File: config.mk
export PLATFORM = sky130hd
export DESIGN_NAME = bpa_ctrl
export DESIGN_NICKNAME = d
export VERILOG_FILES = /design/src/hw/rtl/bpa_pkg.sv /design/src/hw/rtl/bpa_ctrl.sv
export SDC_FILE = /design/constraint.sdc
export NUM_CORES = 1
export LEC_CHECK = 0
export BUFFER_PORTS_ARGS = -buffer_cell sky130_fd_sc_hd__buf_4
export CORE_AREA = 2 2 39 41
export CTS_BUF_LIST = sky130_fd_sc_hd__clkbuf_4
export DETAILED_ROUTE_END_ITERATION = 7
export DIE_AREA = 0 0 41 43
export HOLD_SLACK_MARGIN = 0.03
export PLACE_DENSITY_LB_ADDON = 0.12
export SLEW_MARGIN = 20
export SYNTH_ARGS = -nofsm -noshare
export SYNTH_HDL_FRONTEND = slang
export SYNTH_SLANG_ARGS = --single-unit
File: constraint.sdc
create_clock -name i_clk -period 1.29 [get_ports i_clk]
set_input_delay 0.129 -clock i_clk [delete_from_list [all_inputs] [get_ports i_clk]]
set_output_delay 0.129 -clock i_clk [all_outputs]
set_load 0.01 [all_outputs]
File: src/hw/rtl/bpa_pkg.sv
`default_nettype none

package bpa_pkg;

    localparam int NUM_PAGES          = 65536;
    localparam int WORD_BITS          = 32;
    localparam int LOW_RESERVED_PAGES = 256;
    localparam int PAGE_BYTES         = 4096;

    localparam int MAP_WORDS  = NUM_PAGES / WORD_BITS;
    localparam int WORD_AW    = $clog2(MAP_WORDS);
    localparam int BIT_AW     = $clog2(WORD_BITS);
    localparam int PTR_W      = WORD_AW + 1;
    localparam int COUNT_W    = 17;
    localparam int ADDR_W     = 32;
    localparam int PAGE_SHIFT = 12;
    localparam int PAGE_NUM_W = ADDR_W - PAGE_SHIFT;
    localparam int MEM_KIB_W  = 22;

    localparam int CFG_INDEX_W = 1;
    localparam int CFG_DATA_W  = 32;

    localparam logic [CFG_INDEX_W-1:0] CFG_MEMORY_KIB   = 1'b0;
    localparam logic [CFG_INDEX_W-1:0] CFG_RESERVED_END = 1'b1;

    typedef enum logic [1:0] {
        KIND_ALLOC = 2'd0,
        KIND_FREE  = 2'd1,
        KIND_INIT  = 2'd2
    } t_kind;

    typedef enum logic [1:0] {
        ST_OK       = 2'd0,
        ST_OOM      = 2'd1,
        ST_BAD_FREE = 2'd2
    } t_status;

    typedef enum logic [2:0] {
        S_IDLE,
        S_ALLOC_RD,
        S_ALLOC_CHK,
        S_FREE_RD,
        S_FREE_CHK,
        S_INIT,
        S_RESP
    } t_state;

    typedef struct packed {
        logic load;
        logic alloc_rd;
        logic alloc_take;
        logic alloc_next;
        logic free_rd;
        logic free_take;
        logic init_step;
        logic set_oom;
        logic set_bad;
        logic respond;
    } t_dp_cmd;

    typedef struct packed {
        logic map_built;
        logic ptr_end;
        logic word_full;
        logic range_bad;
        logic page_free;
        logic init_last;
        logic out_free;
    } t_dp_sts;

endpackage

`default_nettype wire

File: src/hw/rtl/bpa_ctrl.sv
`default_nettype none

module bpa_ctrl import bpa_pkg::*; (
    input  wire logic       i_clk,
    input  wire logic       i_rst_n,
    input  wire logic       i_in_valid,
    input  wire logic [1:0] i_kind,
    output logic            o_in_stall,
    input  wire t_dp_sts    i_sts,
    output t_dp_cmd         o_cmd
);

    t_state r_state;
    t_state n_state;

    always_ff @(posedge i_clk) begin
        if (!i_rst_n) begin
            r_state <= S_IDLE;
        end else begin
            r_state <= n_state;
        end
    end

    always_comb begin
        n_state    = r_state;
        o_cmd      = '0;
        o_in_stall = (r_state != S_IDLE);
        case (r_state)
            S_IDLE: begin
                if (i_in_valid) begin
                    o_cmd.load = 1'b1;
                    case (t_kind'(i_kind))
                        KIND_ALLOC: n_state = S_ALLOC_RD;
                        KIND_FREE:  n_state = S_FREE_RD;
                        KIND_INIT:  n_state = S_INIT;
                        default:    n_state = S_RESP;
                    endcase
                end
            end
            S_ALLOC_RD: begin
                if (!i_sts.map_built || i_sts.ptr_end) begin
                    o_cmd.set_oom = 1'b1;
                    n_state       = S_RESP;
                end else begin
                    o_cmd.alloc_rd = 1'b1;
                    n_state        = S_ALLOC_CHK;
                end
            end
            S_ALLOC_CHK: begin
                if (i_sts.word_full) begin
                    o_cmd.alloc_next = 1'b1;
                    n_state          = S_ALLOC_RD;
                end else begin
                    o_cmd.alloc_take = 1'b1;
                    n_state          = S_RESP;
                end
            end
            S_FREE_RD: begin
                if (i_sts.range_bad) begin
                    o_cmd.set_bad = 1'b1;
                    n_state       = S_RESP;
                end else begin
                    o_cmd.free_rd = 1'b1;
                    n_state       = S_FREE_CHK;
                end
            end
            S_FREE_CHK: begin
                if (i_sts.page_free) begin
                    o_cmd.set_bad = 1'b1;
                end else begin
                    o_cmd.free_take = 1'b1;
                end
                n_state = S_RESP;
            end
            S_INIT: begin
                o_cmd.init_step = 1'b1;
                if (i_sts.init_last) begin
                    n_state = S_RESP;
                end
            end
            S_RESP: begin
                if (i_sts.out_free) begin
                    o_cmd.respond = 1'b1;
                    n_state       = S_IDLE;
                end
            end
            default: begin
                n_state = S_IDLE;
            end
        endcase
    end

endmodule

`default_nettype wire

## Word-level counts from Yosys, hierarchy flattened

Index checks and enable logic that the tools add are counted.

| cells by class | value |
|---|---|
| eq/ne operators | 11 |
| mux-type cells | 27 |
| reduce and logical (&&, ||, !) cells | 6 |

Operator list:

| operator | number |
|---|---|
| 3-bit case mux with 7 select lines | 1 |
| 1-bit two-way mux | 17 |
| 3-bit two-way mux | 5 |
| 3-bit == test (second input constant) | 3 |
| 3-bit case mux with 3 select lines | 1 |
| 3-bit by 2-bit == test with 1-bit output (second input constant) | 2 |
| 2-bit != test (second input constant) | 3 |
| 2-bit two-way mux | 2 |
| 3-bit by 1-bit == test with 1-bit output (second input constant) | 1 |
| 3-bit zero test | 1 |
| 3-bit AND reduction | 1 |
| 3-bit nonzero test | 1 |
| 2-bit by 1-bit == test with 1-bit output (second input constant) | 1 |
| 2-bit == test (second input constant) | 1 |
| 2-bit zero test | 1 |
| 1-bit case mux with 2 select lines | 1 |
| 1-bit zero test | 1 |
| 1-bit logical OR | 1 |

| storage, ports and cells | value |
|---|---|
| register bits after elaboration | 3 |
| bits of input ports | 12 |
| output and inout port bits | 11 |
| logic and storage cells | 45 |

## Depth between registers and ports, before layout

| logic depth | value |
|---|---|
| depth after elaboration | 4 |
| gate-level depth with buffers | 5 |
| depth with buffers taken out | 4 |

## Least setup slack after synthesis

No wires, ideal clock.

| timing | value |
|---|---|
| kind | reg2reg |
| start | register r_state[0] |
| end | register r_state[1] |
| setup time | 118 ps |
| arrival | 1108 ps |
| data required time | 1172 ps |
| setup slack | 64 ps |
| cell stages (with the launch flop) | 5 |
| path buffers | 0 |
| clock period less this slack | 1226 ps |
| path through | dfxtp_1 -> or3_4 -> or2_1 -> a21oi_1 -> nor3b_1 |

| on the way | value |
|---|---|
| word-level cells in the longest chain between the ends | 3 |
| elaborated cells between the ends (all ways) | 12 |
| classes of those cells | 9 x eq/ne; 1 x mux; 2 x reduce/logical |

Ends and longest elaborated chain:

| element | line | text |
|---|---|---|
| from (decl) | bpa_ctrl.sv:13 | `t_state r_state;` |
| from (signal assigned) | bpa_ctrl.sv:20 | `r_state <= n_state;` |
| 3-bit == test or 3-bit zero test (tied branches) | bpa_ctrl.sv:28 | `case (r_state)` |
| 2-bit != test (no source line) | n/a |  |
| 3-bit AND reduction (no source line) | n/a |  |

Several ways; a longest one is shown, not always the timed one.
A chain may end at the register's enable or synchronous reset.

## Worst setup path after layout

| timing | value |
|---|---|
| start | register r_state[1] |
| end | register r_state[1] |

The elaborated chain is that of the path after synthesis.

==> impl_metrics.yaml <==
grt:
  use_met2: 0.213
  grt_pass1_wl_um: 1570
  antenna_found_initial: 0
  top_usage_layer: "met2"
  grt_max_degree: 9
  met3_usage: 0.0314
  grt_pass1_vias: 415
  gr-total-overflow: 0
  gr-usage-all-layers: 0.134
  use_met1: 0.142
yosys:
  synthCells: 47
  yosysSeqAreaShare: 0.189
  async_reset_ff_frac: 0
  synth.area.top_cells: "dfxtp_1 (19%), nand2b_1 (7.9%), nor2_1 (7.1%)"
  synth_top_area_cell: "dfxtp_1"
  avgSynthCellArea_um2: 6.76
  ys_seq_elements: 3
  synth_common_cells: "nor2_1 (6), a21oi_1 (4), nand2b_1 (4), nor3_1 (4)"
  syn_area_um2: 318
  ys_warn_count: 0
  synth_top_flop_cell: "dfxtp_1"
  synth_cell_types: 22
  syn_nets: 59
  synth_edf_count: 0
  synth_top_area_frac: 0.189
  yosysMostFrequentCell: "nor2_1"
timing:
  setup_viol: 0
  slew_headroom: 0.828
  setup_ws_ns: 0.0114
  finalCritPeriodShare: 0.991
  tightest_slew_ns: 0.256
  grt_setup_unrepaired: "true"
  fmax_ghz: 0.782
  clock_skew_ns: 0.00147
  fin_crit_ns: 1.28
  setup_tns_ns: 0
  hold_violations: 0
  final_max_slew_viol_count: 0
clock_network:
  cts_buffer_depth: 2
  root_buffer: "clkbuf_4"
  insertion_delay_ns: 0.23
  numClockSinks: 3
  htree_levels: 1
  path_clk_slew_ns: 0.04
  cts_tree: "yes"
  cts-buffers-inserted: 3
pwr:
  power.total_uw: 1240
  ir_worst_vdd_v: 0.000986
  p_leak_uw: 0.000303
  p_per_area_nw_per_um2: 1900
drt:
  routed-via-count: 435
  vias_per_cell: 4.68
  drc: 0
  post_drt_wl_per_cell_um: 11.8
  dr.pass1.iters: 3
  routed_wl_um: 1100
  detail-route-antenna-nets: 0
  drtIter0Drc: 2
worst_setup_path:
  r2r_end: "r_state[1]"
  cp-end-kind: "flip-flop"
  crit_type: "flip-flop to flip-flop"
  max_stage_delay_ns: 0.36
  r2r_cells: 4
  cp_slowest_cell: "or3_4"
  r2r_start: "r_state[1]"
  worstPathMaxFanout: 4
  critPathLaunch: "r_state[1]"
  reg2reg_slack_ns: 0.01
  start_kind: "flip-flop"
  arrival_ns: 1.39
  required_ns: 1.40
  worstPathCellList: "or3_4 > or2_4 > a21oi_2 > nor3b_1"
layout:
  drive_gt1_frac: 0.636
  reg_top3: "r_state x3"
  syn2layout_area_growth_pct: 106
  largest_reg_flops: 3
  final_nets: 90
  num_antenna_cells: 0
  stdcell_count: 93
  largest_register: "r_state"
  fill_cells: 150
floorplanning:
  die_x_um: 41
  rows: 14
  core-area_um2: 1380
  ios: 23
  die_h_um: 43
  die_area_um2: 1760
  initial_core_util: 0.230
hold_path:
  min_from: "i_rst_n"
  hold_depth: 2
  min_path_type: "primary input to flip-flop"
  min_to: "r_state[0]"
placed_design:
  dp_hpwl_um: 744
  routabilityCongestion: 0.737
  pre_cts_ws_ns: 0.0223
  place_inst: 86
  port_buffers: 22
flow_run:
  drv_cap: 0
status:
  status: "finished, final reports clean"
## metal layers
layer | wire [um] | share of wire | vias up
li1 | - | - | 229
met1 | 466 | 0.42 | 191
met2 | 557 | 0.51 | 13
met3 | 64 | 0.058 | 2
met4 | 14 | 0.013 | 0
met5 | 0 | 0 | -
## repair_timing
action	in CTS	in global routing
endpoints found under the setup margin	7	8
setup buffers	3	0
gates cloned	0	0
gates resized for setup	16	5
pin swaps	0	5
hold buffers	0	0
hold endpoints to repair	0	0
## power breakdown
part	switching (uW)	leakage, uW	internal [uW]
Sequential	31.7	0.0000261	142
Combinational	414	0.000258	470
Clock	45.2	0.0000184	137
## through the flow
stage | cell area (um^2) | util | hold slack (ns)
final | 653 | 0.472 | 0.119
after detailed placement | 519 | 0.375 | 0.358
after global placement | 519 | 0.375 | 0.361
after global routing | 653 | 0.472 | 0.113
after floorplan | 318 | - | 0.247
after CTS | 633 | 0.458 | 0.113
## worst max path at each step
stage	to	depth (start not counted)
4_1_cts	o_cmd[2]	4
2_1_floorplan	r_state[1]	4
3_3_place_gp	r_state[1]	4
3_5_place_dp	r_state[1]	4
5_1_grt	o_cmd[2]	4
6_report	r_state[1]	4
## cell type report
cell class / instances / area, um^2 / area share
multi-input combinational: 40 / 304 / 0.466
timing repair buffer: 29 / 229 / 0.351
sequential: 3 / 66.3 / 0.102
clock buffer: 4 / 30.0 / 0.0460
tap: 16 / 20.0 / 0.0307
inverter: 1 / 3.75 / 0.00575
## kinds of logic (layout without fill, tap and decap cells)
group / count (synthesis) / count (layout) / share of synthesized area
compound gates: 12 / 12 / 0.264
flops: 3 / 3 / 0.189
simple gates: 28 / 28 / 0.492
buf+inv: 4 / 34 / 0.0551
## critical path: cells and delay by family (launching register included)
| family | cells | cell delay, ns |
|---|---|---|
| flip-flops | 1 | 0.34 |
| AND/OR/NAND/NOR | 3 | 0.68 |
| AO/OA/AOI/OAI | 1 | 0.14 |
## cell usage in the layout (no fill, tap or decap), drive strengths merged
| master | Yosys | final |
|---|---|---|
| o32a | 1 | 1 |
| nor3b | 3 | 3 |
| inv | 1 | 1 |
| buf | 2 | 29 |
| a32o | 1 | 1 |
| a21oi | 4 | 4 |
| nor4 | 2 | 2 |
| or3 | 1 | 1 |
| o21a | 1 | 1 |
| nor2b | 3 | 3 |
| o211ai | 1 | 1 |
| and3 | 1 | 1 |
| a21boi | 1 | 1 |
| nand2b | 4 | 4 |
| clkbuf | 1 | 4 |
| nor2 | 6 | 6 |
| dfxtp | 3 | 3 |
| nor3 | 4 | 4 |
| o21ai | 2 | 2 |
| nand2 | 3 | 3 |
| o221a | 1 | 1 |
| or2 | 1 | 1 |
Power figures use the tool's default switching activity.
